File: src/sv/sqb_pkg.sv
// ----------------------------------------------------------------------------
// sqb_pkg
// Types and constants shared by the sprite quad batcher modules.
// ----------------------------------------------------------------------------
package sqb_pkg;

  localparam logic [1:0] FUNC_DRAW  = 2'd0;
  localparam logic [1:0] FUNC_BEGIN = 2'd1;
  localparam logic [1:0] FUNC_FLUSH = 2'd2;

  localparam int QUAD_CNT_W = 15;
  localparam int SLOT_CNT_W = 6;
  localparam int QUEUE_DEPTH = 4;
  localparam int QPTR_W = 2;

  localparam logic [16:0] SIN_A = 17'd102943;
  localparam logic [16:0] SIN_B = 17'd42047;
  localparam logic [12:0] SIN_C = 13'd4640;
  localparam logic [15:0] QUARTER_TURN = 16'd16384;

  typedef struct packed {
    logic [1:0]         func;
    logic signed [31:0] centre_x;
    logic signed [31:0] centre_y;
    logic signed [31:0] quad_width;
    logic signed [31:0] quad_height;
    logic signed [31:0] depth;
    logic [15:0]        angle;
    logic [15:0]        texture_handle;
    logic [15:0]        shader_handle;
  } item_t;

  typedef struct packed {
    logic                  is_flush;
    logic                  last;
    logic [QUAD_CNT_W-1:0] count;
    logic [15:0]           base_index;
    logic [4:0]            slot;
    logic signed [31:0]    centre_x;
    logic signed [31:0]    centre_y;
    logic signed [31:0]    quad_width;
    logic signed [31:0]    quad_height;
    logic signed [31:0]    depth;
    logic [15:0]           angle;
  } cmd_t;

  typedef struct packed {
    logic                  is_flush;
    logic                  last;
    logic [QUAD_CNT_W-1:0] batch_quads;
    logic [15:0]           vertex_index;
    logic [1:0]            corner;
    logic signed [31:0]    vertex_x;
    logic signed [31:0]    vertex_y;
    logic signed [31:0]    vertex_z;
    logic [4:0]            texture_slot;
  } result_t;

endpackage

File: src/sv/sqb_queue.sv
// ----------------------------------------------------------------------------
// sqb_queue
// Short command queue between the front end and the vertex back end.
// ----------------------------------------------------------------------------
module sqb_queue (
  input  logic          clk,
  input  logic          rst_n,
  input  logic          push,
  input  sqb_pkg::cmd_t cmd_in,
  output logic          full,
  input  logic          pop,
  output sqb_pkg::cmd_t cmd_out,
  output logic          empty
);
  import sqb_pkg::*;

  cmd_t              mem_r [QUEUE_DEPTH];
  logic [QPTR_W-1:0] wr_r;
  logic [QPTR_W-1:0] rd_r;
  logic [QPTR_W:0]   cnt_r;

  assign full    = (cnt_r == (QPTR_W+1)'(QUEUE_DEPTH));
  assign empty   = (cnt_r == '0);
  assign cmd_out = mem_r[rd_r];

  always_ff @(posedge clk) begin
    if (push) begin
      mem_r[wr_r] <= cmd_in;
    end
  end

  always_ff @(posedge clk) begin
    if (!rst_n) begin
      wr_r  <= '0;
      rd_r  <= '0;
      cnt_r <= '0;
    end else begin
      if (push) begin
        wr_r <= wr_r + QPTR_W'(1);
      end
      if (pop) begin
        rd_r <= rd_r + QPTR_W'(1);
      end
      cnt_r <= cnt_r + (QPTR_W+1)'(push) - (QPTR_W+1)'(pop);
    end
  end

endmodule

File: config.mk
export PLATFORM = sky130hd
export DESIGN_NAME = sqb_queue
export DESIGN_NICKNAME = d
export VERILOG_FILES = /design/src/sv/sqb_pkg.sv /design/src/sv/sqb_queue.sv
export SDC_FILE = /design/constraint.sdc
export NUM_CORES = 1
export LEC_CHECK = 0
export BUFFER_PORTS_ARGS = -buffer_cell sky130_fd_sc_hd__buf_2
export CAP_MARGIN = 20
export CORE_MARGIN = 2
export CORE_UTILIZATION = 55
export DETAILED_ROUTE_END_ITERATION = 6
export PLACE_DENSITY = 0.77
export SLEW_MARGIN = 20
export SYNTH_ARGS = -nofsm -noshare
export SYNTH_HDL_FRONTEND = slang
export SYNTH_SLANG_ARGS = --single-unit
File: constraint.sdc
create_clock -name clk -period 20.2 [get_ports clk]
set_input_delay 4.04 -clock clk [delete_from_list [all_inputs] [get_ports clk]]
set_output_delay 4.04 -clock clk [all_outputs]
set_load 0.02 [all_outputs]
==> impl_metrics.tcl <==
set metrics [dict create \
    initial_core_util_pct 55.6 \
    classification_of_the_worst_slack_hold_path "register to register" \
    placementRows 87 \
    setup-violations-final 0 \
    worst_r2r_path_depth 5 \
    synth_top_cell_area_share_pct 81.8 \
    syn-mean-instance-area_um2 27.1 \
    share_of_the_yosys_chip_area_belonging_to_registers_pct 82.4 \
    cp_max_fo 47 \
    syn_inst 1161 \
    synth-main-ff-cell "sky130_fd_sc_hd__edfxtp_1" \
    first_drt_pass_iteration_count 5 \
    globalplace.congestion 0.740 \
    post-route-cell-area_um2 37000 \
    synth_nets 1386 \
    fin_nets 1876 \
    tightestPinTransition_ns 0.938 \
    post-route-period-util_pct 40.3 \
    timing_hold_violations_final 0 \
    timing.rr.start "wr_r[1]$_SDFFE_PN0P_" \
    crit_path_end_kind "primary output" \
    clock-root-buffer "sky130_fd_sc_hd__clkbuf_16" \
    hpwlAfterDp_um 36700 \
    vias_in_the_first_global_route 14772 \
    seq_power_share_pct 52.4 \
    wire_length_of_the_first_global_routing_pass_um 92000 \
    initialDrtViolationCount 1123 \
    result_of_the_run "finished clean" \
    rsz0062_at_grt "no" \
    areaGrowthSynthToFinish_pct 17.9 \
    post_cts_resize_count 0 \
    drtAntennaViolNets 0 \
    fp.dieArea_um2 59100 \
    critPathLaunchType "register" \
    final.setup.tns_ns 0 \
    max_stage_delay_ns 0.85 \
    post_dp_cell_area_um2 34300 \
    internal_power_w 0.00308 \
    track_usage_pct 20.9 \
    netSwitchingPower_w 0.000914 \
    route.vias.total 14157 \
    buffer_ports.inserted 433 \
    path_cells "buf_4, buf_4, mux4_1, buf_2" \
    maximum_buffer_depth_of_the_clock_tree 3 \
    largest_net_degree_at_the_start_of_global_routing 62 \
    route.detailed.vias_per_inst 5.69 \
    p_leak_nw 12.5 \
    gr-total-overflow 0 \
    route.final.wire_length_um 61400 \
    p_clk_share_pct 37.5 \
    timing.critical_path.to "cmd_out[150]" \
    tritoncts "yes" \
    regToRegSetupSlack_ns 16.73 \
    share_comb_of_total_power_pct 10.1 \
    worst_r2r_endpoint "mem_r[1][165]$_DFFE_PP_" \
    ios 434 \
    netlist_area_um2 31400 \
    post_route_cells_drive_above_1_share_pct 44.9 \
    synth_edf_count 856 \
    max_cap_viol_count 0 \
    ys_top_cells_by_count "sky130_fd_sc_hd__edfxtp_1, sky130_fd_sc_hd__mux4_2, sky130_fd_sc_hd__mux4_1" \
    cp_top_family "buffers and inverters" \
    maxSlewViolCount 0 \
    wl_per_cell_um 24.7 \
    power.density_nw_per_um2 108 \
    synth_top_area_cell "sky130_fd_sc_hd__edfxtp_1" \
    yosysMostFrequentCell "sky130_fd_sc_hd__edfxtp_1" \
    timing.slew.headroom_pct 37.5 \
    critical-path-slowest-cell "sky130_fd_sc_hd__dfxtp_4" \
    floorplan.die.height_um 243 \
    power_total_w 0.00399 \
    die-width_um 243 \
    worst-endpoint-required_ns 16.16 \
    fmax_mhz 123 \
    cp.depth 4 \
    antenna_found_initial 14 \
    synth_area_leaders "sky130_fd_sc_hd__edfxtp_1, sky130_fd_sc_hd__mux4_2, sky130_fd_sc_hd__mux4_1" \
    clkSinkCount 865 \
    crit_path_frequent_cell "sky130_fd_sc_hd__buf_4" \
    numCtsBuffers 84 \
    drc 0 \
    number_of_warnings_printed_during_yosys_synthesis 0 \
    register_bit_count_reported_by_yosys 865 \
    worstPathBufferInverterCount 3 \
    asyncSetResetFlopFracSynth_pct 0 \
    arrival_ns 4.11 \
    final_critical_path_required_period_ns 8.15 \
    hold_buffers 0 \
    skew_ns 0.0245 \
    worst_ir_drop_vdd_uv 88.9 \
    worst_skew_pair.late_latency_ns 0.62 \
    crit_type "register to primary output" \
    core_area_um2 56500 \
    post-cts-setup-buffer-count 0 \
    power.share.switching_pct 22.9 \
    filler_cell_count 3485 \
    cts.htree.levels 3 \
    cts.clk_slew.worst_paths_ns 0.06 \
    synth.distinct_cells 21 \
]
-- cells in the final DEF, fill, tap and decap left out, drive strengths merged --
cell type    n
xnor2        2
clkinvlp     6
dfxtp        9
inv         14
a21oi        1
diode       11
buf        452
mux4       214
nand3b       1
and3         1
clkbuf     102
xor3         1
a21bo        1
and2         6
clkinv      36
edfxtp     856
ha           6
nor2         5
nor3         1
mux2i        1
fa           1
bufinv       5
-- cells by family after synthesis --
kind of cell,share of synthesized area [%]
flip-flops,82.4
multiplexers,15.7
buffers and inverters,1.23
AND/OR/NAND/NOR,0.239
adder cells (fa/ha/maj),0.303
XOR/XNOR,0.131
AO/OA/AOI/OAI,0.0478
-- worst reg2reg max path, cell delays in order (launching register included) --
cell	delay [ns]
sky130_fd_sc_hd__dfxtp_1	0.34
sky130_fd_sc_hd__inv_1	0.11
sky130_fd_sc_hd__ha_1	0.17
sky130_fd_sc_hd__and2_4	0.70
sky130_fd_sc_hd__buf_4	0.81
sky130_fd_sc_hd__buf_4	0.87
-- sequential cells by signal, summed over array words and instances (netlist names), named ones only --
name   count
cnt_r      3
mem_r    856
rd_r       2
wr_r       2
-- metal layers --
| layer | up-vias | part of all wire [%] | GRT usage (%) |
|---|---|---|---|
| met2 | 616 | 51 | 34.0 |
| li1 | 6080 | - | - |
| met1 | 7343 | 38 | 28.0 |
| met5 | - | 0.16 | 0 |
| met4 | 16 | 2.0 | 6.26 |
| met3 | 102 | 8.6 | 5.84 |
-- worst min-delay path by stage --
| stage | slack [ns] | endpoint | from | depth (start not counted) |
|---|---|---|---|---|
| floorplan | 0.50 | register | rd_r[1]$_SDFFE_PN0P_ | 2 |
| global placement | 0.52 | register | rd_r[1]$_SDFFE_PN0P_ | 2 |
| detailed placement | 0.54 | register | rd_r[0]$_SDFFE_PN0P_ | 2 |
| CTS | 0.55 | register | rd_r[0]$_SDFFE_PN0P_ | 2 |
| global route | 0.57 | register | rd_r[0]$_SDFFE_PN0P_ | 2 |
| finish | 0.56 | register | rd_r[0]$_SDFFE_PN0P_ | 2 |
-- through the flow --
step                setup WS (ns)  hold slack [ns]  std cells  utilization (%)
floorplan                   10.71            0.499       1161                -
global placement            12.57            0.516       2321             60.8
detailed placement          12.57            0.544       2321             60.8
CTS                         11.88            0.553       2477             65.5
global route                11.65            0.573       2482             65.5
finish                      12.05            0.560       2488             65.6
-- power by group through the flow --
stage               combinational (W)  sequential, W  clock [W]
floorplan                    0.000268        0.00213          0
global placement             0.000404        0.00212          0
detailed placement           0.000409        0.00213          0
CTS                          0.000412        0.00209    0.00153
global route                 0.000431        0.00210    0.00160
finish                       0.000405        0.00209    0.00150
-- layout make-up --
type                            count  area, um2  area share, %
Sequential cell                   865      25900           69.9
Multi-Input combinational cell    241       5170           14.0
Timing Repair Buffer              452       2310           6.24
Clock buffer                      102       2230           6.03
Tap cell                          756        946           2.55
Clock inverter                     54        438           1.18
Antenna cell                       11       27.5         0.0743
Inverter                            7       26.3         0.0709
Power figures use the tool's default switching activity.
