**src/sv/sqb_pkg.sv**
```systemverilog
// ----------------------------------------------------------------------------
// sqb_pkg
// Types and constants shared by the sprite quad batcher modules.
// ----------------------------------------------------------------------------
package sqb_pkg;

  localparam logic [1:0] FUNC_DRAW  = 2'd0;
  localparam logic [1:0] FUNC_BEGIN = 2'd1;
  localparam logic [1:0] FUNC_FLUSH = 2'd2;

  localparam int QUAD_CNT_W = 15;
  localparam int SLOT_CNT_W = 6;
  localparam int QUEUE_DEPTH = 4;
  localparam int QPTR_W = 2;

  localparam logic [16:0] SIN_A = 17'd102943;
  localparam logic [16:0] SIN_B = 17'd42047;
  localparam logic [12:0] SIN_C = 13'd4640;
  localparam logic [15:0] QUARTER_TURN = 16'd16384;

  typedef struct packed {
    logic [1:0]         func;
    logic signed [31:0] centre_x;
    logic signed [31:0] centre_y;
    logic signed [31:0] quad_width;
    logic signed [31:0] quad_height;
    logic signed [31:0] depth;
    logic [15:0]        angle;
    logic [15:0]        texture_handle;
    logic [15:0]        shader_handle;
  } item_t;

  typedef struct packed {
    logic                  is_flush;
    logic                  last;
    logic [QUAD_CNT_W-1:0] count;
    logic [15:0]           base_index;
    logic [4:0]            slot;
    logic signed [31:0]    centre_x;
    logic signed [31:0]    centre_y;
    logic signed [31:0]    quad_width;
    logic signed [31:0]    quad_height;
    logic signed [31:0]    depth;
    logic [15:0]           angle;
  } cmd_t;

  typedef struct packed {
    logic                  is_flush;
    logic                  last;
    logic [QUAD_CNT_W-1:0] batch_quads;
    logic [15:0]           vertex_index;
    logic [1:0]            corner;
    logic signed [31:0]    vertex_x;
    logic signed [31:0]    vertex_y;
    logic signed [31:0]    vertex_z;
    logic [4:0]            texture_slot;
  } result_t;

endpackage

```
**src/sv/sqb_front.sv**
```systemverilog
// ----------------------------------------------------------------------------
// sqb_front
// Accepts items, resolves shader and batch flushes, assigns texture slots
// and queues flush markers and quad commands for the back end.
// ----------------------------------------------------------------------------
module sqb_front #(
  parameter int MAX_BATCH_QUADS = 16384,
  parameter int SLOT_TABLE_SIZE = 32
) (
  input  logic            clk,
  input  logic            rst_n,
  input  logic            in_valid,
  output logic            in_ready,
  input  sqb_pkg::item_t  in_item,
  input  logic [15:0]     dflt_shader,
  input  logic [15:0]     white_tex,
  output logic            q_push,
  output sqb_pkg::cmd_t   q_cmd,
  input  logic            q_full
);
  import sqb_pkg::*;

  localparam int SLOT_W = $clog2(SLOT_TABLE_SIZE);

  typedef enum logic [1:0] {F_IDLE, F_DECIDE, F_FLUSH, F_QUAD} fstate_t;

  fstate_t               state_r;
  item_t                 item_r;
  logic [15:0]           active_r;
  logic [QUAD_CNT_W-1:0] quads_r;
  logic [SLOT_CNT_W-1:0] slots_r;
  logic                  flush_last_r;
  logic [15:0]           handles_r [SLOT_TABLE_SIZE];

  logic [15:0]     shader_eff;
  logic            need_flush;
  logic            hit;
  logic [SLOT_W-1:0] hit_slot;
  logic [SLOT_W-1:0] new_slot;

  assign shader_eff = (item_r.shader_handle == 16'd0) ? dflt_shader : item_r.shader_handle;
  assign need_flush = (shader_eff != active_r) ||
                      (quads_r >= QUAD_CNT_W'(MAX_BATCH_QUADS)) ||
                      (slots_r >= SLOT_CNT_W'(SLOT_TABLE_SIZE));
  assign new_slot = slots_r[SLOT_W-1:0];

  always_comb begin
    hit      = 1'b0;
    hit_slot = '0;
    for (int i = SLOT_TABLE_SIZE - 1; i >= 1; i--) begin
      if ((SLOT_CNT_W'(i) < slots_r) && (handles_r[i] == item_r.texture_handle)) begin
        hit      = 1'b1;
        hit_slot = SLOT_W'(i);
      end
    end
    if ((item_r.texture_handle == 16'd0) || (item_r.texture_handle == white_tex)) begin
      hit      = 1'b1;
      hit_slot = '0;
    end
  end

  assign in_ready = (state_r == F_IDLE);
  assign q_push   = !q_full && ((state_r == F_FLUSH) || (state_r == F_QUAD));

  always_comb begin
    q_cmd             = '0;
    q_cmd.centre_x    = item_r.centre_x;
    q_cmd.centre_y    = item_r.centre_y;
    q_cmd.quad_width  = item_r.quad_width;
    q_cmd.quad_height = item_r.quad_height;
    q_cmd.depth       = item_r.depth;
    q_cmd.angle       = item_r.angle;
    q_cmd.base_index  = {quads_r[13:0], 2'b00};
    q_cmd.slot        = 5'(hit ? hit_slot : new_slot);
    if (state_r == F_FLUSH) begin
      q_cmd.is_flush = 1'b1;
      q_cmd.last     = flush_last_r;
      q_cmd.count    = quads_r;
    end
  end

  always_ff @(posedge clk) begin
    if (!rst_n) begin
      state_r      <= F_IDLE;
      active_r     <= 16'd1;
      quads_r      <= '0;
      slots_r      <= SLOT_CNT_W'(1);
      flush_last_r <= 1'b0;
    end else begin
      unique case (state_r)
        F_IDLE: begin
          if (in_valid) begin
            item_r  <= in_item;
            state_r <= F_DECIDE;
          end
        end
        F_DECIDE: begin
          unique case (item_r.func)
            FUNC_BEGIN: begin
              quads_r <= '0;
              slots_r <= SLOT_CNT_W'(1);
              state_r <= F_IDLE;
            end
            FUNC_FLUSH: begin
              flush_last_r <= 1'b1;
              state_r      <= F_FLUSH;
            end
            FUNC_DRAW: begin
              flush_last_r <= 1'b0;
              active_r     <= shader_eff;
              state_r      <= need_flush ? F_FLUSH : F_QUAD;
            end
            default: state_r <= F_IDLE;
          endcase
        end
        F_FLUSH: begin
          if (!q_full) begin
            quads_r <= '0;
            slots_r <= SLOT_CNT_W'(1);
            state_r <= flush_last_r ? F_IDLE : F_QUAD;
          end
        end
        F_QUAD: begin
          if (!q_full) begin
            if (!hit) begin
              handles_r[new_slot] <= item_r.texture_handle;
              slots_r             <= slots_r + SLOT_CNT_W'(1);
            end
            quads_r <= quads_r + QUAD_CNT_W'(1);
            state_r <= F_IDLE;
          end
        end
        default: state_r <= F_IDLE;
      endcase
    end
  end

endmodule

```
**config.mk**
```make
export PLATFORM = sky130hd
export DESIGN_NAME = sqb_front
export DESIGN_NICKNAME = d
export VERILOG_FILES = /design/src/sv/sqb_pkg.sv /design/src/sv/sqb_front.sv
export SDC_FILE = /design/constraint.sdc
export NUM_CORES = 1
export LEC_CHECK = 0
export ABC_AREA = 1
export BUFFER_PORTS_ARGS = -buffer_cell sky130_fd_sc_hd__buf_2
export CAP_MARGIN = 0
export CORE_UTILIZATION = 45
export CTS_BUF_LIST = sky130_fd_sc_hd__clkbuf_4 sky130_fd_sc_hd__clkbuf_8
export DETAILED_ROUTE_END_ITERATION = 10
export GPL_ROUTABILITY_DRIVEN = 0
export PLACE_DENSITY = 0.75
export SETUP_SLACK_MARGIN = 0.5
export SYNTH_ARGS = -nofsm -noshare
export SYNTH_HDL_FRONTEND = slang
export SYNTH_SLANG_ARGS = --single-unit
```
**constraint.sdc**
```tcl
create_clock -name clk -period 12.3 [get_ports clk]
set_input_delay 0.615 -clock clk [delete_from_list [all_inputs] [get_ports clk]]
set_output_delay 0.615 -clock clk [all_outputs]
set_load 0.05 [all_outputs]
```
==> impl_metrics.ini, run 1 <==
[final_layout]
multi_input_area_um2 = 7617
layout-drive-gt1-share = 0.2580
syn2layout_area_growth_pct = 16.52
fillers = 5758
regArea_um2 = 22000
final_nets = 3114

[clocking]
htreeDepth = 3
cts_root_buf = clkbuf_8
clk_path_buf_depth = 3
clk_pin_slew_worst_paths_ps = 70
cts_resized = 0
clock-sinks = 746
cts_buffers = 117
hold_buffers = 127
postCtsSetupRepairBufs = 0
insertion_delay_ps = 760
tritoncts = built

[global_routing]
grt_first_pass_wirelength_mm = 134.8
track_usage = 0.2511
gr-total-overflow = 0
antenna_found_initial = 8
grt_max_degree = 71
grt_pass1_vias = 21090

[timing]
timing.hold.ws_ps = 28.96
maxSlewViolCount = 0
tightest_slew_ps = 1344
max_freq_ghz = 0.1697
fin_tns_setup_ps = 0
rsz0062_at_grt = no
worst_clock_skew_ps = 66.67
relSlewSlack = 0.1010
hold_violations = 0
fin_crit_ps = 5892
finalSetupViolCount = 0
post-route-period-util = 0.4791

[synth]
ys_seq_elements = 746
yosys-top-cells-area = edfxtp_1 (66%), buf_4 (5.3%), xor2_1 (5.0%)
synth_ff_type = edfxtp_1
synth_top_area_cell = edfxtp_1
syn_area_per_cell_um2 = 13.46
synth-edff-count = 706
yosysSeqAreaShare = 0.6841
synth_cell_types = 59
synth_top_area_share = 0.6592
postSynthCellCount = 2390
syn_area_um2 = 32160
async_reset_ff_frac = 0
yosys_warnings = 0

[power_and_ir_drop]
peakVddDrop_mv = 0.1153
p_seq_frac = 0.509
power_switching_mw = 1.541
combPwrFrac = 0.119
power_frac_clock = 0.373
p_per_area_nw_per_um2 = 152.7
power_leakage_nw = 13.75
cell_internal_pwr_mw = 4.180
p_sw_frac = 0.2694

[detailed_routing]
dr.pass1.iters = 5
routed_via_density = 5.415
drt-met1-wl_mm = 33.38
dr_wl_met2_mm = 44.65
drc_errors = 0
dr.max_layer_used = met5
drt_wl_total_mm = 92.34
wl_met3_mm = 8.415
wl_per_cell_um = 23.69
drtIter0Drc = 2127
num_vias = 21110
antenna_left = 0

[floorplan]
die-area_um2 = 72540
core_area_um2 = 70390
start_util = 0.4569
num_io_pins = 462
die_y_um = 269.3
dieWidth_um = 269.3
row_count = 97

[worst_setup_path]
rr_worst_depth = 16
worst-endpoint-required_ps = 11690
cp_common_cell = nand2_1
start_kind = flip-flop
crit_path_cell_trace = buf_4 > buf_4 > inv_2 > nand2_1 > o21ai_0 > or4_1 > nor3_1 > nand4_1 > nand2_1 > nor3_1 > and3_1 > and2_4 > nor2_1 > nand2_1 > a311o_1 > o21ai_0 > buf_2
reg2reg_slack_ps = 7060
worstReg2RegStart = item_r[18]
timing.rr.end = handles_r[12][13]
end_kind = primary output
critical_path.max_stage_delay_ps = 540
crit_type = reg2out
path_max_fanout = 35
slowest_stage = or4_1
cp_data_arrival_time_ps = 5280

[hold_path]
worstHoldEndpoint = item_r[3]
hold_start = in_item[3]
hold_class = in2reg
hold_path_depth = 1

[run]
maxCapViolCount = 0

[outcome]
outcome = completed

[placed_design]
hpwl_mm = 60.59
numPortBuffers = 459
[kinds of logic (layout without fill, tap and decap cells)]
group           Yosys count  in the layout  share of synthesized area
compound gates          279            279                    0.05532
flops                   746            746                     0.6841
buf+inv                 391            953                    0.07948
xor+xnor                297            297                    0.08088
other cells               1              7                  0.0001166
fa+ha+maj                 6              6                   0.002334
simple gates            670            670                    0.09777
[power by group through the flow]
stage / Clock [mW] / Combinational [mW] / Sequential, mW
CTS: 2.14 / 0.674 / 2.91
detailed placement: 0 / 0.640 / 2.96
floorplan: 0 / 0.471 / 2.99
finish: 2.13 / 0.679 / 2.91
global placement: 0 / 0.633 / 2.96
global route: 2.26 / 0.710 / 2.91
[registers in the layout (all words and copies together), names as in the netlist]
signal	count
active_r	16
flush_last_r	1
handles_r	496
item_r	34
q_cmd	176
quads_r	15
slots_r	6
state_r	2
[per-stage QoR]
stage                     setup slack, ps  power [mW]    util  cell area (µm²)  std cells
after floorplan                      1575       3.456       -            32160       2391
after global placement               7324       3.593  0.4805            33820       3555
after detailed placement             7132       3.602  0.4805            33820       3555
after CTS                            6451       5.725  0.5320            37450       3892
after global routing                 6018       5.882  0.5323            37470       3897
final                                6408       5.721  0.5324            37470       3898
[layout by cell type, fill, tap and decap left out, types with 68 or more instances in the layout]
master           n
edfxtp_1       706
buf_2          459
nand2_1        285
xor2_1         182
nor2_1         147
dlygate4sd3_1  127
clkbuf_8       118
xnor2_1        115
inv_1           96
o21ai_0         77
nor4_1          68
[cell usage after synthesis (7+ instances only)]
cell type / number
buf_2: 10
or2_2: 30
a22o_1: 22
nand3_1: 19
buf_6: 28
o2111ai_1: 12
a21oi_1: 41
inv_1: 96
xnor2_1: 115
o21ai_0: 77
dfxtp_1: 40
nor2_1: 149
inv_2: 19
nand2_1: 285
a211oi_1: 8
o22ai_1: 60
a221oi_1: 26
nor3_1: 29
nand4_1: 46
o21ai_1: 15
clkbuf_1: 7
edfxtp_1: 706
buf_4: 227
nor4_1: 68
xor2_1: 182
[worst max-delay path by stage]
stage / startpoint / end / slack, ps / depth (start not counted)
after floorplan: state_r[1] / item_r[0] / 1580 / 3
after global placement: item_r[18] / handles_r[8][3] / 7320 / 16
after detailed placement: item_r[18] / handles_r[12][2] / 7130 / 16
after CTS: item_r[28] / q_cmd[178] / 6450 / 17
after global routing: item_r[18] / q_cmd[176] / 6020 / 41
final: item_r[28] / q_cmd[178] / 6410 / 17
[final cells by class]
type	count	area share
Antenna cell	5	0.0003339
Clock buffer	166	0.05295
Clock inverter	44	0.009849
Inverter	117	0.01179
Multi-Input combinational cell	1254	0.2033
Sequential cell	746	0.5871
Tap cell	940	0.03138
Timing Repair Buffer	626	0.1033
[metal layers]
metal	global-route usage	vias to the layer above
met3	0.05717	279
met2	0.4173	1263
met1	0.2941	10210
met5	0	-
met4	0.1604	2
li1	-	9358
[worst max-delay path, delay by kind of cell (launching register included)]
| kind | cells | cell delay, ps |
|---|---|---|
| buf+inv | 4 | 1590 |
| simple gates | 10 | 1940 |
| compound gates | 3 | 600 |
| flops | 1 | 320 |
Note: power is estimated with default switching activity, not from simulation.
==> run 2: changes to the inputs <==
ABC_AREA = 0   (was 1)
PLACE_DENSITY = 0.78   (was 0.75)
clock period = 4.8 ns   (was 12.3 ns; I/O delays follow)
==> run 2 against run 1 <==
Compared with the run above: register-to-register slack lost 6400 ps; critical endpoint is now q_cmd[176]; critical path type unchanged; clock skew shrank 10 ps; clock-buffer cell count fell by 12.
==> impl_metrics.ini, run 2 <==
[timing]
worst_clock_skew_ps = 56.52
rsz0062_at_grt = yes
hold_violations = 0
fin_tns_setup_ps = 0
fin_crit_ps = 4319
maxSlewViolCount = 0
post-route-period-util = 0.8997
finalSetupViolCount = 0
max_freq_ghz = 0.2316
timing.hold.ws_ps = 203.8
tightest_slew_ps = 966.1
relSlewSlack = 0.3546

[synth]
yosysSeqAreaShare = 0.6650
synth_cell_types = 74
ys_seq_elements = 746
synth-edff-count = 706
syn_area_um2 = 33080
yosys-top-cells-area = edfxtp_1 (64%), xor2_1 (8.8%), xnor2_1 (5.5%)
yosysMostFrequentCell = edfxtp_1
synth_ff_type = edfxtp_1
postSynthCellCount = 2293
syn_area_per_cell_um2 = 14.43
async_reset_ff_frac = 0
synth_top_area_cell = edfxtp_1
synth_top_area_share = 0.6408
yosys_warnings = 0
synthTopCellsByCount = edfxtp_1 (706), xor2_1 (332), buf_4 (228)

[power_and_ir_drop]
p_seq_frac = 0.523
peakVddDrop_mv = 0.2932
power_switching_mw = 3.355
power_leakage_nw = 14.68
cell_internal_pwr_mw = 10.53
p_sw_frac = 0.2416
combPwrFrac = 0.088
power_frac_clock = 0.389
p_per_area_nw_per_um2 = 339.3

[clocking]
clk_pin_slew_worst_paths_ps = 70
clock-sinks = 746
cts_root_buf = clkbuf_8
insertion_delay_ps = 740
clk_path_buf_depth = 3
cts_buffers = 118
htreeDepth = 3
tritoncts = built

[final_layout]
top_register = handles_r
regArea_um2 = 22010
largest_reg_flops = 496
layout-drive-gt1-share = 0.2823
syn2layout_area_growth_pct = 23.69
final_cell_area_um2 = 40920
final_common_cell = edfxtp_1
final_nets = 3227
mostFrequentLayoutCells = edfxtp_1 (706), buf_2 (455), xor2_1 (332)
multi_input_area_um2 = 9215
instances_no_fill = 4033
fillers = 5544

[global_routing]
grt_pass1_vias = 22920
grt_max_degree = 126
antenna_found_initial = 4
track_usage = 0.2450
grt_first_pass_wirelength_mm = 137.1
gr-total-overflow = 0

[worst_setup_path]
crit_type = reg2out
crit_path_cell_trace = clkbuf_16 > xnor2_2 > or4b_1 > or4_1 > nor4_4 > a2111oi_2 > o311ai_2 > nand2_1 > nand2_1 > clkbuf_4
path_buf_inv = 2
start_kind = flip-flop
path_max_fanout = 26
worst-endpoint-required_ps = 4560
slowest_stage = or4_1
cp_common_cell = nand2_1
critical_path.max_stage_delay_ps = 540
worstSetupStartpoint = item_r[22]
end_kind = primary output
worstReg2RegStart = item_r[26]
cp_top_family = simple AND/OR/NAND/NOR gates
cp_data_arrival_time_ps = 4080

[detailed_routing]
antenna_left = 0
dr.pass1.iters = 6
drtIter0Drc = 2217
routed_via_density = 5.474
drt_wl_total_mm = 95.46
num_vias = 22080
wl_per_cell_um = 23.67
drc_errors = 0

[hold_path]
hold_class = in2reg
hold_start = in_item[92]

[placed_design]
hpwl_mm = 60.06
numPortBuffers = 459
dp_cells = 3554
placed_cell_area_um2 = 35670

[floorplan]
core_area_um2 = 72830
die_y_um = 273.1
row_count = 99
num_io_pins = 462
start_util = 0.4542
dieWidth_um = 273.1
die-area_um2 = 74610

[outcome]
outcome = completed

[run]
maxCapViolCount = 0
run 2: timing repair:
action | 4_1_cts | 5_1_grt
hold buffers | 231 | 0
endpoints found under the hold margin | 232 | 0
gates cloned | 1 | 3
buffers inserted | 20 | 5
gates resized for setup | 29 | 35
pin swaps | 2 | 4
endpoints found under the setup margin | 29 | 55
run 2: kinds of logic after synthesis:
| family | count (synthesis) | synth area share |
|---|---|---|
| multiplexers | 3 | 0.0009455 |
| other | 1 | 0.0001133 |
| AND/OR/NAND/NOR | 597 | 0.1028 |
| XOR/XNOR | 538 | 0.1424 |
| flip-flops | 746 | 0.6650 |
| adder cells (fa/ha/maj) | 6 | 0.002269 |
| AO/OA/AOI/OAI | 116 | 0.02315 |
| buffers and inverters | 286 | 0.06331 |
run 2: worst reg2reg max path: cells and delay by family, from the launching register on:
family                    cells  cell delay (ps)
xor gates and xnor gates      1              250
buffers and inverters         4             1180
DFF                           1              360
and+or+nand+nor               8             1980
run 2: final cells by class:
type                       instances  area share
antenna                            3   0.0001835
clock buffer                     154     0.04675
clock inverter                    62     0.01043
inverter                           7   0.0006421
multi-input combinational       1262      0.2252
sequential                       746      0.5378
tap                              959     0.02932
timing repair buffer             840      0.1496
run 2: routing by layer:
| metal | track usage | vias up | part of all wire |
|---|---|---|---|
| li1 | - | 9636 | - |
| met1 | 0.2991 | 10820 | 0.38 |
| met2 | 0.4068 | 1322 | 0.48 |
| met3 | 0.05773 | 298 | 0.092 |
| met4 | 0.1217 | 0 | 0.049 |
| met5 | 0 | - | 0 |
run 2: path summary, 6_finish.rpt:
path	endpoint	slack, ps	cells past startpoint
setup reg to reg	handles_r[12][1]	660	13
hold / removal	q_cmd[60]	200	2
setup / recovery	q_cmd[176]	480	10
hold reg to reg	active_r[2]	520	2
run 2: metrics by stage:
stage / power, mW / setup WS (ps) / utilization
3_3_place_gp: 8.373 / 566.7 / 0.4897
3_5_place_dp: 8.400 / 469.0 / 0.4897
5_1_grt: 14.29 / 438.4 / 0.5618
4_1_cts: 13.89 / 500.6 / 0.5584
6_report: 13.88 / 481.3 / 0.5618
2_1_floorplan: 8.104 / 547.6 / -
run 2: power groups by stage:
stage,sequential (mW),clock (mW),combinational [mW]
3_5_place_dp,7.41,0,0.993
4_1_cts,7.26,5.45,1.18
6_report,7.27,5.40,1.22
5_1_grt,7.27,5.75,1.27
3_3_place_gp,7.40,0,0.970
2_1_floorplan,7.41,0,0.694
==> run 3: changes to the inputs <==
--- a/config.mk
+++ b/config.mk
@@ -14,4 +14,5 @@
 export GPL_ROUTABILITY_DRIVEN = 0
 export PLACE_DENSITY = 0.78
+export RECOVER_POWER = 25
 export SETUP_SLACK_MARGIN = 0.5
 export SYNTH_ARGS = -nofsm -noshare
==> constraint.sdc (replaced) <==
create_clock -name clk -period 4.8 [get_ports clk]
set_input_delay 0.96 -clock clk [delete_from_list [all_inputs] [get_ports clk]]
set_output_delay 0.96 -clock clk [all_outputs]
set_load 0.05 [all_outputs]
==> run 3 against run 2 <==
Compared with the run above: clock-buffer cell count increased by 4; setup slack worse by 350 ps; largest power group unchanged; clock skew grew 31 ps.
==> impl_metrics.ini, run 3 (synthesis gave the netlist of run 2 again) <==
[outcome]
outcome = completed

[floorplan]
die_y_um = 273.1
num_io_pins = 462
core_area_um2 = 72830
row_count = 99
start_util = 0.4542
die-area_um2 = 74610
dieWidth_um = 273.1

[timing]
max_freq_ghz = 0.2141
hold_violations = 0
worst_clock_skew_ps = 87.96
fin_tns_setup_ps = 0
fin_crit_ps = 4670
relSlewSlack = 0.2256
tightest_slew_ps = 1160
post-route-period-util = 0.9729
timing.hold.ws_ps = 380.9
maxSlewViolCount = 0
finalSetupViolCount = 0
rsz0062_at_grt = yes

[global_routing]
antenna_found_initial = 6
grt_max_degree = 59
grt_pass1_vias = 21670
gr-total-overflow = 0
track_usage = 0.2380
grt_first_pass_wirelength_mm = 132.4

[hold_path]
hold_class = in2reg
worstHoldEndpoint = q_cmd[122]
hold_start = in_item[154]
hold_path_depth = 1

[detailed_routing]
drtIter0Drc = 2125
drt_wl_total_mm = 92.47
num_vias = 21300
dr.pass1.iters = 6
wl_per_cell_um = 24.12
routed_via_density = 5.557
antenna_left = 0
drc_errors = 0

[final_layout]
final_common_cell = edfxtp_1
mostFrequentLayoutCells = edfxtp_1 (706), buf_2 (414), xor2_1 (331)
top_register = handles_r
post-route-util = 0.5416
syn2layout_area_growth_pct = 19.23
final_nets = 3026
layout-drive-gt1-share = 0.3113
final_cell_area_um2 = 39450
largest_reg_flops = 496

[worst_setup_path]
crit_path_cell_trace = inv_1 > ha_1 > nor2b_2 > nor4_1 > nand4_1 > a31oi_1 > o21ai_0 > a21o_1 > a21oi_2 > o21ai_4 > buf_6
slowest_stage = nor4_1
crit_type = reg2out
reg2reg_slack_ps = 760
end_kind = primary output
start_kind = flip-flop
worst-endpoint-required_ps = 3840
worstReg2RegStart = slots_r[1]
timing.rr.end = handles_r[18][0]
critical_path.max_stage_delay_ps = 430
path_max_fanout = 7
cp_data_arrival_time_ps = 3710
rr_worst_depth = 12

[placed_design]
hpwl_mm = 59.75
placed_cell_area_um2 = 35670
numPortBuffers = 459

[clocking]
clock-sinks = 746
htreeDepth = 3
clk_path_buf_depth = 3
cts_root_buf = clkbuf_8
hold_buffers = 0
tritoncts = built
clk_pin_slew_worst_paths_ps = 70
insertion_delay_ps = 800
cts_buffers = 117

[power_and_ir_drop]
power_leakage_nw = 14.08
peakVddDrop_mv = 0.3137
p_per_area_nw_per_um2 = 351.2

[run]
maxCapViolCount = 0
-- run 3: how the worst max path moves through the flow --
stage | from | end | slack [ps] | cells past startpoint
3_3_place_gp | item_r[23] | q_cmd[177] | 410 | 11
4_1_cts | item_r[23] | q_cmd[176] | 120 | 12
3_5_place_dp | item_r[28] | q_cmd[177] | 260 | 11
5_1_grt | item_r[28] | q_cmd[176] | 40 | 13
6_report | slots_r[0] | q_cmd[177] | 130 | 11
2_1_floorplan | rst_n | item_r[0] | 520 | 2
-- run 3: critical path: cells and delay by family (launching register included) --
| kind | cells | cell delay (ps) |
|---|---|---|
| DFF | 1 | 420 |
| and+or+nand+nor | 3 | 920 |
| AOI/OAI and AO/OA | 5 | 1000 |
| buffers and inverters | 2 | 280 |
| adders and majority gates | 1 | 290 |
-- run 3: area by class of cell --
type                    count  area [µm²]
repair buffers            640        4180
clock inverters            56       432.9
flip-flops and latches    746       22010
multi-input cells        1262        9628
fillers                  5718       33390
well taps                 959        1200
inverters                   7       26.28
diodes                      5       12.51
clock buffers             158        1956
-- run 3: routing by layer --
metal  vias to the layer above  global-route usage  share of wire
li1                       9229                   -              -
met1                     10460              0.2898           0.37
met2                      1332              0.3957           0.48
met3                       274             0.06115           0.10
met4                         6              0.1110          0.042
met5                         -                   0        0.00035
-- run 3: where the power goes --
| group | switching, mW | internal, mW | leakage (nW) |
|---|---|---|---|
| registers | 0.0479 | 7.21 | 6.73 |
| clock network | 2.56 | 2.93 | 1.25 |
| logic | 0.751 | 0.346 | 6.10 |
-- run 3: through the flow --
| step | worst slack (ps) | total power, mW | std cells |
|---|---|---|---|
| detailed placement | 264.3 | 8.403 | 3557 |
| global route | 39.69 | 14.24 | 3831 |
| finish | 130.2 | 13.86 | 3833 |
| CTS | 117.3 | 13.90 | 3814 |
| global placement | 407.8 | 8.376 | 3557 |
| floorplan | 518.4 | 8.104 | 2294 |
-- run 3: timing repair --
action,in CTS,in global routing
setup endpoints to repair,21,5
cloned,6,2
setup buffers,37,12
gates resized for setup,86,64
pin swaps,24,19
